$ cat config.mk
export PLATFORM = sky130hd
export DESIGN_NAME = third_order_highpass_iir_unit
export DESIGN_NICKNAME = d
export VERILOG_FILES = /design/src/hdl/tohp_pkg.sv /design/src/hdl/third_order_highpass_iir_unit.sv
export VERILOG_INCLUDE_DIRS = /design/src /design/src/hdl
export SDC_FILE = /design/constraint.sdc
export NUM_CORES = 2
export LEC_CHECK = 0
export BUFFER_PORTS_ARGS = -buffer_cell sky130_fd_sc_hd__buf_4
export CORE_MARGIN = 2
export CORE_UTILIZATION = 45
export DETAILED_ROUTE_END_ITERATION = 7
export GPL_TIMING_DRIVEN = 0
export PLACE_DENSITY = 0.59
export SYNTH_ARGS = -nofsm -noshare
export SYNTH_HDL_FRONTEND = slang
export SYNTH_SLANG_ARGS = --single-unit
$ cat constraint.sdc
create_clock -name i_clk -period 18.44 [get_ports i_clk]
set_input_delay 3.688 -clock i_clk [delete_from_list [all_inputs] [get_ports i_clk]]
set_output_delay 3.688 -clock i_clk [all_outputs]
set_load 0.02 [all_outputs]
$ cat src/hdl/third_order_highpass_iir_unit_defines.svh
// Assertion macros for the third-order high-pass IIR unit.
// Included by the top level only; no other dependencies.
`ifndef THIRD_ORDER_HIGHPASS_IIR_UNIT_DEFINES_SVH
`define THIRD_ORDER_HIGHPASS_IIR_UNIT_DEFINES_SVH

// Same-cycle implication, checking suspended while reset is held
`define TOHP_ASSERT_IMP(lbl, clk, rst_n, ante, cons, msg) \
    lbl: assert property (@(posedge clk) disable iff (!(rst_n)) (ante) |-> (cons)) \
        else $error(msg);

// Next-cycle implication, checking suspended while reset is held
`define TOHP_ASSERT_NXT(lbl, clk, rst_n, ante, cons, msg) \
    lbl: assert property (@(posedge clk) disable iff (!(rst_n)) (ante) |=> (cons)) \
        else $error(msg);

`endif

$ cat src/hdl/tohp_pkg.sv
// Package for the third-order high-pass IIR unit: widths, register indexes,
// microcode word format and the microcode program. No dependencies.
`default_nettype none

package tohp_pkg;

    // Data widths
    localparam int SAMPLE_BITS    = 16;
    localparam int COEF_FRAC_BITS = 20;
    localparam int Y_FRAC         = 4;
    localparam int GAIN_FRAC      = 12;
    localparam int GAIN_W         = 16;
    localparam int COEF_W         = 24;
    localparam int Y_W            = SAMPLE_BITS + Y_FRAC;
    localparam int PROD_W         = COEF_W + Y_W;
    localparam int ACC_W          = PROD_W + 3;
    localparam int TDATA_W        = ((SAMPLE_BITS + 7) / 8) * 8;
    localparam int CFG_IDX_W      = 3;
    localparam int STEP_W         = 4;

    // Configuration register indexes
    typedef enum logic [CFG_IDX_W-1:0] {
        REG_GAIN = 3'd0,
        REG_B0   = 3'd1,
        REG_B2   = 3'd2,
        REG_A1   = 3'd3,
        REG_A2   = 3'd4,
        REG_A3   = 3'd5
    } t_reg_idx;

    // Reset values of the gain, b0 and b2 registers
    localparam logic [GAIN_W-1:0]        GAIN_RST = 16'd4096;
    localparam logic signed [COEF_W-1:0] B0_RST   = 24'sd1048576;
    localparam logic signed [COEF_W-1:0] B2_RST   = 24'sd3145728;

    // Multiplier operand pair selection
    typedef enum logic [2:0] {
        OPND_NONE,
        OPND_GAIN,
        OPND_B0,
        OPND_B2,
        OPND_A1,
        OPND_A2,
        OPND_A3
    } t_opnd;

    // Accumulator operation on the registered product
    typedef enum logic [1:0] {
        ACC_HOLD,
        ACC_CLR,
        ACC_ADD_SH,
        ACC_SUB
    } t_acc_op;

    // Jump condition
    typedef enum logic [1:0] {
        COND_NEXT,
        COND_WAIT_IN,
        COND_WAIT_OUT
    } t_cond;

    typedef logic [STEP_W-1:0] t_step;

    typedef struct packed {
        t_opnd   opnd;
        t_acc_op acc_op;
        logic    ld_x;
        logic    ld_y;
        logic    emit;
        t_cond   cond;
        t_step   jmp;
    } t_uword;

    // Program addresses
    localparam t_step STEP_IN    = 4'd0;
    localparam t_step STEP_X     = 4'd1;
    localparam t_step STEP_MB0   = 4'd2;
    localparam t_step STEP_MB2   = 4'd3;
    localparam t_step STEP_MA1   = 4'd4;
    localparam t_step STEP_MA2   = 4'd5;
    localparam t_step STEP_MA3   = 4'd6;
    localparam t_step STEP_LAST  = 4'd7;
    localparam t_step STEP_Y     = 4'd8;
    localparam t_step STEP_EMIT  = 4'd9;

    function automatic t_uword uw(input t_opnd o, input t_acc_op a, input logic lx,
                                  input logic ly, input logic em, input t_cond c,
                                  input t_step j);
        uw = '{opnd: o, acc_op: a, ld_x: lx, ld_y: ly, emit: em, cond: c, jmp: j};
    endfunction

    // Microcode ROM
    function automatic t_uword ucode(input t_step step);
        unique case (step)
            STEP_IN:   ucode = uw(OPND_GAIN, ACC_HOLD,   1'b0, 1'b0, 1'b0,
                                  COND_WAIT_IN, STEP_X);
            STEP_X:    ucode = uw(OPND_NONE, ACC_CLR,    1'b1, 1'b0, 1'b0,
                                  COND_NEXT, STEP_MB0);
            STEP_MB0:  ucode = uw(OPND_B0,   ACC_HOLD,   1'b0, 1'b0, 1'b0,
                                  COND_NEXT, STEP_MB2);
            STEP_MB2:  ucode = uw(OPND_B2,   ACC_ADD_SH, 1'b0, 1'b0, 1'b0,
                                  COND_NEXT, STEP_MA1);
            STEP_MA1:  ucode = uw(OPND_A1,   ACC_ADD_SH, 1'b0, 1'b0, 1'b0,
                                  COND_NEXT, STEP_MA2);
            STEP_MA2:  ucode = uw(OPND_A2,   ACC_SUB,    1'b0, 1'b0, 1'b0,
                                  COND_NEXT, STEP_MA3);
            STEP_MA3:  ucode = uw(OPND_A3,   ACC_SUB,    1'b0, 1'b0, 1'b0,
                                  COND_NEXT, STEP_LAST);
            STEP_LAST: ucode = uw(OPND_NONE, ACC_SUB,    1'b0, 1'b0, 1'b0,
                                  COND_NEXT, STEP_Y);
            STEP_Y:    ucode = uw(OPND_NONE, ACC_HOLD,   1'b0, 1'b1, 1'b0,
                                  COND_NEXT, STEP_EMIT);
            STEP_EMIT: ucode = uw(OPND_NONE, ACC_HOLD,   1'b0, 1'b0, 1'b1,
                                  COND_WAIT_OUT, STEP_IN);
            default:   ucode = uw(OPND_NONE, ACC_HOLD,   1'b0, 1'b0, 1'b0,
                                  COND_NEXT, STEP_IN);
        endcase
    endfunction

endpackage

`default_nettype wire

$ cat src/hdl/third_order_highpass_iir_unit.sv
// Third-order high-pass IIR unit (direct form I, fixed point) with input gain.
// One multiply-accumulate datapath run by a microcode ROM from tohp_pkg.
// Usage:
//   Input stream  s_axis_*: one signed audio sample per transfer.
//   Output stream m_axis_*: one filtered sample per input, tuser = clip flag.
//   Config port: i_cfg_wr_en / i_cfg_idx / i_cfg_data, written while idle;
//     index 0 gain (Q4.12), 1 b0, 2 b2, 3 a1, 4 a2, 5 a3 (Q3.20); others ignored.
// Timing:
//   The ten-step program (gain multiply, gain rounding, five coefficient
//   multiplies through the single multiplier, accumulate drain, output
//   rounding, emit) runs once per sample and waits for the input transfer
//   at its first step; the result is registered for m_axis at the emit step.
//   s_axis_tready is high only at the program's first step.
// Reset (i_rst_n low, synchronous): histories cleared, registers to defaults
//   (unity gain, b0 = 1.0, b2 = 3.0, feedback 0), output register empty.
// Back-pressure: the output register holds one result; the next sample is
//   accepted while it waits, and the program waits at its emit step until
//   the register is taken.
`default_nettype none

`include "third_order_highpass_iir_unit_defines.svh"

module third_order_highpass_iir_unit
    import tohp_pkg::*;
(
    input  wire logic               i_clk,
    input  wire logic               i_rst_n,
    // Input stream
    input  wire logic               s_axis_tvalid,
    output logic                    s_axis_tready,
    input  wire logic [TDATA_W-1:0] s_axis_tdata,   // [15:0] sample_in
    // Output stream
    output logic                    m_axis_tvalid,
    input  wire logic               m_axis_tready,
    output logic [TDATA_W-1:0]      m_axis_tdata,   // [15:0] sample_out
    output logic                    m_axis_tuser,   // [0] clipped
    // Configuration write port
    input  wire logic               i_cfg_wr_en,
    input  wire logic [CFG_IDX_W-1:0] i_cfg_idx,
    input  wire logic [COEF_W-1:0]  i_cfg_data
);

    // Rounding offsets and saturation limits
    localparam logic signed [PROD_W-1:0] GAIN_RND = PROD_W'(64'sd1 <<< (GAIN_FRAC - 1));
    localparam logic signed [PROD_W-1:0] X_MAX    =
        PROD_W'((64'sd1 <<< (SAMPLE_BITS - 1)) - 64'sd1);
    localparam logic signed [PROD_W-1:0] X_MIN    = PROD_W'(-(64'sd1 <<< (SAMPLE_BITS - 1)));
    localparam logic signed [ACC_W-1:0]  ACC_RND  =
        ACC_W'(64'sd1 <<< (COEF_FRAC_BITS - 1));
    localparam logic signed [ACC_W-1:0]  Y_MAX    = ACC_W'((64'sd1 <<< (Y_W - 1)) - 64'sd1);
    localparam logic signed [ACC_W-1:0]  Y_MIN    = ACC_W'(-(64'sd1 <<< (Y_W - 1)));
    localparam logic signed [Y_W:0]      O_RND    = (Y_W + 1)'(64'sd1 <<< (Y_FRAC - 1));
    localparam logic signed [Y_W:0]      O_MAX    =
        (Y_W + 1)'((64'sd1 <<< (SAMPLE_BITS - 1)) - 64'sd1);
    localparam logic signed [Y_W:0]      O_MIN    = (Y_W + 1)'(-(64'sd1 <<< (SAMPLE_BITS - 1)));

    // Configuration registers
    logic [GAIN_W-1:0]        r_gain;
    logic signed [COEF_W-1:0] r_b0, r_b2, r_a1, r_a2, r_a3;

    // Sequencer and datapath
    t_step                    r_step, n_step;
    t_uword                   w_uw;
    logic                     w_adv;
    logic                     w_in_xfer;
    logic                     w_slot_free;
    logic signed [COEF_W-1:0] w_opa;
    logic signed [Y_W-1:0]    w_opb;
    logic signed [PROD_W-1:0] w_prod;
    logic signed [PROD_W-1:0] r_prod;
    logic signed [ACC_W-1:0]  r_acc;
    logic signed [SAMPLE_BITS-1:0] r_x;
    logic signed [SAMPLE_BITS-1:0] r_xh [3];
    logic signed [Y_W-1:0]    r_yh [3];
    logic signed [Y_W-1:0]    r_y;
    logic                     r_clip;

    // Rounding and saturation
    logic signed [PROD_W-1:0]      w_gain_sh;
    logic signed [SAMPLE_BITS-1:0] w_x;
    logic                          w_x_clip;
    logic signed [ACC_W-1:0]       w_acc_sh;
    logic signed [Y_W-1:0]         w_y;
    logic                          w_y_clip;
    logic signed [Y_W:0]           w_o_sh;
    logic signed [SAMPLE_BITS-1:0] w_o;
    logic                          w_o_clip;

    // Output register
    logic                    r_out_valid;
    logic [SAMPLE_BITS-1:0]  r_out_data;
    logic                    r_out_clip;

    // Configuration writes
    always_ff @(posedge i_clk) begin
        if (!i_rst_n) begin
            r_gain <= GAIN_RST;
            r_b0   <= B0_RST;
            r_b2   <= B2_RST;
            r_a1   <= '0;
            r_a2   <= '0;
            r_a3   <= '0;
        end else if (i_cfg_wr_en) begin
            unique case (t_reg_idx'(i_cfg_idx))
                REG_GAIN: r_gain <= i_cfg_data[GAIN_W-1:0];
                REG_B0:   r_b0   <= i_cfg_data;
                REG_B2:   r_b2   <= i_cfg_data;
                REG_A1:   r_a1   <= i_cfg_data;
                REG_A2:   r_a2   <= i_cfg_data;
                REG_A3:   r_a3   <= i_cfg_data;
                default: ;
            endcase
        end
    end

    // Control word fetch and jump decision
    assign w_uw          = ucode(r_step);
    assign s_axis_tready = (r_step == STEP_IN);
    assign w_in_xfer     = s_axis_tvalid && s_axis_tready;
    assign w_slot_free   = !r_out_valid || m_axis_tready;

    always_comb begin
        unique case (w_uw.cond)
            COND_NEXT:     w_adv = 1'b1;
            COND_WAIT_IN:  w_adv = w_in_xfer;
            COND_WAIT_OUT: w_adv = w_slot_free;
            default:       w_adv = 1'b1;
        endcase
        n_step = w_adv ? w_uw.jmp : r_step;
    end

    always_ff @(posedge i_clk) begin
        if (!i_rst_n) begin
            r_step <= STEP_IN;
        end else begin
            r_step <= n_step;
        end
    end

    // Multiplier operand selection
    always_comb begin
        unique case (w_uw.opnd)
            OPND_GAIN: begin
                w_opa = {{(COEF_W - GAIN_W){1'b0}}, r_gain};
                w_opb = {{(Y_W - SAMPLE_BITS){s_axis_tdata[SAMPLE_BITS-1]}},
                         s_axis_tdata[SAMPLE_BITS-1:0]};
            end
            OPND_B0: begin
                w_opa = r_b0;
                w_opb = {{(Y_W - SAMPLE_BITS){r_x[SAMPLE_BITS-1]}}, r_x}
                      - {{(Y_W - SAMPLE_BITS){r_xh[2][SAMPLE_BITS-1]}}, r_xh[2]};
            end
            OPND_B2: begin
                w_opa = r_b2;
                w_opb = {{(Y_W - SAMPLE_BITS){r_xh[1][SAMPLE_BITS-1]}}, r_xh[1]}
                      - {{(Y_W - SAMPLE_BITS){r_xh[0][SAMPLE_BITS-1]}}, r_xh[0]};
            end
            OPND_A1: begin
                w_opa = r_a1;
                w_opb = r_yh[0];
            end
            OPND_A2: begin
                w_opa = r_a2;
                w_opb = r_yh[1];
            end
            OPND_A3: begin
                w_opa = r_a3;
                w_opb = r_yh[2];
            end
            default: begin
                w_opa = '0;
                w_opb = '0;
            end
        endcase
    end

    // Signed multiply, both operands sign-extended to the product width
    assign w_prod = w_opa * w_opb;

    always_ff @(posedge i_clk) begin
        r_prod <= w_prod;
    end

    // Accumulator; numerator terms are scaled up to the Q.4 feedback scale
    always_ff @(posedge i_clk) begin
        unique case (w_uw.acc_op)
            ACC_CLR:    r_acc <= '0;
            ACC_ADD_SH: r_acc <= r_acc + (ACC_W'(r_prod) <<< Y_FRAC);
            ACC_SUB:    r_acc <= r_acc - ACC_W'(r_prod);
            default:    r_acc <= r_acc;
        endcase
    end

    // Gain rounding and saturation
    always_comb begin
        w_gain_sh = (r_prod + GAIN_RND) >>> GAIN_FRAC;
        w_x_clip  = (w_gain_sh > X_MAX) || (w_gain_sh < X_MIN);
        if (w_gain_sh > X_MAX) begin
            w_x = X_MAX[SAMPLE_BITS-1:0];
        end else if (w_gain_sh < X_MIN) begin
            w_x = X_MIN[SAMPLE_BITS-1:0];
        end else begin
            w_x = w_gain_sh[SAMPLE_BITS-1:0];
        end
    end

    // Internal y rounding (half up) and saturation
    always_comb begin
        w_acc_sh = (r_acc + ACC_RND) >>> COEF_FRAC_BITS;
        w_y_clip = (w_acc_sh > Y_MAX) || (w_acc_sh < Y_MIN);
        if (w_acc_sh > Y_MAX) begin
            w_y = Y_MAX[Y_W-1:0];
        end else if (w_acc_sh < Y_MIN) begin
            w_y = Y_MIN[Y_W-1:0];
        end else begin
            w_y = w_acc_sh[Y_W-1:0];
        end
    end

    // Output rounding to an integer sample and saturation
    always_comb begin
        w_o_sh   = ($signed({r_y[Y_W-1], r_y}) + O_RND) >>> Y_FRAC;
        w_o_clip = (w_o_sh > O_MAX) || (w_o_sh < O_MIN);
        if (w_o_sh > O_MAX) begin
            w_o = O_MAX[SAMPLE_BITS-1:0];
        end else if (w_o_sh < O_MIN) begin
            w_o = O_MIN[SAMPLE_BITS-1:0];
        end else begin
            w_o = w_o_sh[SAMPLE_BITS-1:0];
        end
    end

    // Scaled input, histories and clip flag
    always_ff @(posedge i_clk) begin
        if (!i_rst_n) begin
            r_x    <= '0;
            r_y    <= '0;
            r_clip <= 1'b0;
            for (int i = 0; i < 3; i++) begin
                r_xh[i] <= '0;
                r_yh[i] <= '0;
            end
        end else begin
            if (w_in_xfer) begin
                r_clip <= 1'b0;
            end else if (w_uw.ld_x) begin
                r_clip <= r_clip | w_x_clip;
            end else if (w_uw.ld_y) begin
                r_clip <= r_clip | w_y_clip;
            end
            if (w_uw.ld_x) begin
                r_x <= w_x;
            end
            if (w_uw.ld_y) begin
                r_y     <= w_y;
                r_yh[2] <= r_yh[1];
                r_yh[1] <= r_yh[0];
                r_yh[0] <= w_y;
                r_xh[2] <= r_xh[1];
                r_xh[1] <= r_xh[0];
                r_xh[0] <= r_x;
            end
        end
    end

    // Output register
    always_ff @(posedge i_clk) begin
        if (!i_rst_n) begin
            r_out_valid <= 1'b0;
        end else if (w_uw.emit && w_adv) begin
            r_out_valid <= 1'b1;
        end else if (m_axis_tready) begin
            r_out_valid <= 1'b0;
        end
    end

    always_ff @(posedge i_clk) begin
        if (w_uw.emit && w_adv) begin
            r_out_data <= w_o;
            r_out_clip <= r_clip | w_o_clip;
        end
    end

    assign m_axis_tvalid = r_out_valid;
    assign m_axis_tdata  = TDATA_W'(r_out_data);
    assign m_axis_tuser  = r_out_clip;

    // Checks
    `TOHP_ASSERT_NXT(a_xfer_starts_prog, i_clk, i_rst_n, w_in_xfer, r_step == STEP_X, "input transfer did not start the program")
    `TOHP_ASSERT_NXT(a_emit_waits, i_clk, i_rst_n, (r_step == STEP_EMIT) && r_out_valid && !m_axis_tready, (r_step == STEP_EMIT) && r_out_valid, "emit step left while output register full")
    `TOHP_ASSERT_IMP(a_step_range, i_clk, i_rst_n, 1'b1, r_step <= STEP_EMIT, "step counter outside the program")

endmodule

`default_nettype wire

==> impl_results.md <==
- #FFs+latches synth: 404
- Area leader, netlist: fa_1
- Total negative slack: 0 ps
- Hold Path End: r_a3[7]$_SDFFE_PN0P_
- Final Cell Area: 0.04448 sq mm
- Post-synthesis adder-cell area fraction: 0.3192
- FP Rows: 110
- Final GP Congestion: 0.9522
- Outcome: finished clean
- WL/cell: 22.67 microns
- Static leakage: 20.52 nW
- Clock Root Buffer: clkbuf_16
- Critical Path RT: 18940 ps
- PD cells: 141.2 mW/mm^2
- Vias in the first global route: 32.38k
- Post-CTS Setup Repair Bufs: 0
- Gr ovfl total: 0
- Largest net degree at the start of global routing: 57
- Crit path max fanout: 10
- Most used flip-flop cell after synthesis: dfxtp_1
- FF-to-FF End: r_prod[41]$_DFF_P_
- CP Class: in2reg
- Aggregate global-route resource usage: 0.2898
- Fin nets: 5447
- Maximum capacitance violations: 0
- IO Pins: 67
- Fill count: 8618
- DIE AREA: 0.09297 sq mm
- Hold_buf cts: 0
- Largest family of logic cells by synthesized area: adder cells
- XOR/XNOR Fraction of Synth Area: 0.04342
- Fin Hold WS: 463.9 ps
- Power Total: 6.278 mW
- Post-layout min period: 12280 ps
- Die X: 304.9 microns
- Worst slack, placed: 5557 ps
- Maximum clock frequency: 81.41 MHz
- Fin crit share: 0.6661
- RSZ-0062 raised after global routing: no
- Synth Area in Compound Gates: 0.1463
- Peak supply drop: 119.0 uV
- R2R Path Start: w_uw[12]$_SDFF_PP0_
- Clk sinks: 404
- Mux contribution to synthesized area: 0.007738
- Iteration-0 DRC Markers: 2992
- Placed Instance Area: 0.04278 sq mm
- Most frequent cell on the critical path: fa_1
- Post-synthesis sequential area ratio: 0.2407
- Worst hold stages: 2
- Starting Density: 0.4534
- Post-Place Cells: 5784
- Synth warnings: 0
- Clk_lat worst skew: 650 ps
- Cell family with most CP delay: adder cells
- Share of the synthesized area in the top cell type: 0.2437
- FF-to-FF setup slack: 6870 ps
- CTS tree: built
- First-pass GRT wire length: 203700 microns
- H-tree Lvls: 2
- Sequential cell area: 0.009809 sq mm
- EDFF count, synth: 172
- Number of remaining DRC errors: 0
- Arrival @ worst endpoint: 12790 ps
- Slew Limit Fails: 0
- Buf/Inv on CP: 5
- Final Setup Violations: 0
- Worst reg2reg path depth: 31
- Longest Clk Path Bufs: 3
- Cts bufs inserted: 48
- Synth area leaders: fa_1, edfxtp_1, dfxtp_1
- Port buffer count: 65
- HP Class: reg2reg
- CTS clk-pin slew, worst paths: 60 ps
- Post-DP HPWL: 106400 microns
- DR vias: 32.91k
- Hold path startpoint: r_a3[7]$_SDFFE_PN0P_
- Footprint of the multi-input gates: 0.02762 sq mm
- Via density: 5.603
- Final cell count without fillers: 5874
- Layout cells sized above 1: 0.05578
- Max stage delay on crit path: 950 ps
- Final core utilization: 0.4949
- Layout overhead on the synthesized area: 9.163%
- Setup WS post-layout: 6156 ps
- Placeable core region: 0.08987 sq mm
- Fin. Hold Viols: 0
- CP Launch Type: primary input
- Asr flop ratio synth: 0
- Worst Setup SP: s_axis_tdata[7]
- Syn Area/Cell: 8.979 sq um
- Least-Margin Pin Slew: 1406 ps
- Post-Syn Nets: 5327
- Synth Area in Simple Gates: 0.1608
- Yosys cell types: 105
- Crit. End Element: flip-flop
- Drt pass-1 iters: 5
- Routed WL: 133200 microns
- Commonest cells after routing, fill and taps aside: nand2_1, inv_1, fa_1, ha_1, nor2_1
- Initial antenna violation count: 2
- Post-synthesis cell count: 4538
- CP max stage cell: a221oi_2
- Fin Clk Skew: 67.23 ps
- Die Height: 304.9 microns
- Most common cell after layout, fill and taps aside: nand2_1
- ANT nets after route: 0
- Headroom to the max-slew limit: 0.06292
- Mapped Area: 0.04075 sq mm
- Post_cts resized: 0
state kept, by name (all words and copies together), names as in the netlist, 4 cells and up:
| register | flops |
|---|---|
| r_y | 17 |
| r_b0 | 24 |
| r_x | 16 |
| r_b2 | 24 |
| r_a2 | 24 |
| r_xh | 48 |
| w_uw | 13 |
| r_step | 4 |
| r_a3 | 24 |
| m_axis_tdata | 16 |
| r_acc | 47 |
| r_prod | 44 |
| r_gain | 16 |
| r_a1 | 24 |
| r_yh | 60 |
logic make-up (layout without fill, tap and decap cells):
logic type	after synthesis	after routing
AO/OA/AOI/OAI	855	855
XOR/XNOR	202	202
adder cells (fa/ha/maj)	742	742
buffers and inverters	869	1028
flip-flops	404	404
multiplexers	31	31
other	0	1
AND/OR/NAND/NOR	1435	1435
how the worst max path moves through the flow:
stage                         end  slack (ps)  cells past startpoint
6_report       r_prod[41]$_DFF_P_        6160                     26
5_1_grt        r_prod[43]$_DFF_P_        5830                     26
4_1_cts        r_prod[41]$_DFF_P_        6180                     26
3_5_place_dp   r_prod[41]$_DFF_P_        5560                     26
3_3_place_gp   r_prod[41]$_DFF_P_        5580                     26
2_1_floorplan  r_prod[41]$_DFF_P_        7620                     26
area by class of cell:
class                           instances  share of cell area
Clock inverter                         30            0.007876
Buffer                                212             0.01949
Tap cell                             1176             0.03308
Antenna cell                            1          0.00005626
Multi-Input combinational cell       3265              0.6209
Timing Repair Buffer                   70             0.01232
Clock buffer                           59             0.03024
Inverter                              657             0.05550
Sequential cell                       404              0.2205
worst reg2reg max path, delay by kind of cell, from the launching register on:
family | cells | cell delay [ps]
buffers and inverters | 8 | 2430
XOR/XNOR | 1 | 160
AND/OR/NAND/NOR | 5 | 1310
adder cells (fa/ha/maj) | 8 | 4100
AO/OA/AOI/OAI | 9 | 2930
flip-flops | 1 | 510
per-layer routing:
layer,vias up,track usage,wire (microns)
li1,15160,-,-
met2,1216,0.4520,59700
met1,16330,0.4105,58660
met3,212,0.04666,9802
met4,2,0.09682,4985
met5,-,0,17
synth_stat cells, types with 114 or more instances:
master	number
nor2_1	244
ha_1	245
and3_1	114
fa_1	496
a21oi_1	162
o21ai_0	130
dfxtp_1	232
a21boi_0	136
inv_1	657
edfxtp_1	172
clkbuf_1	174
xnor2_1	122
nand2_1	735
power breakdown:
part,leakage [nW],total [mW],internal (mW),switching [mW]
Clock,0.827,1.01,0.585,0.427
Combinational,16.1,3.98,1.45,2.53
Sequential,3.64,1.29,1.08,0.207
(Power assumes the default switching activity.)
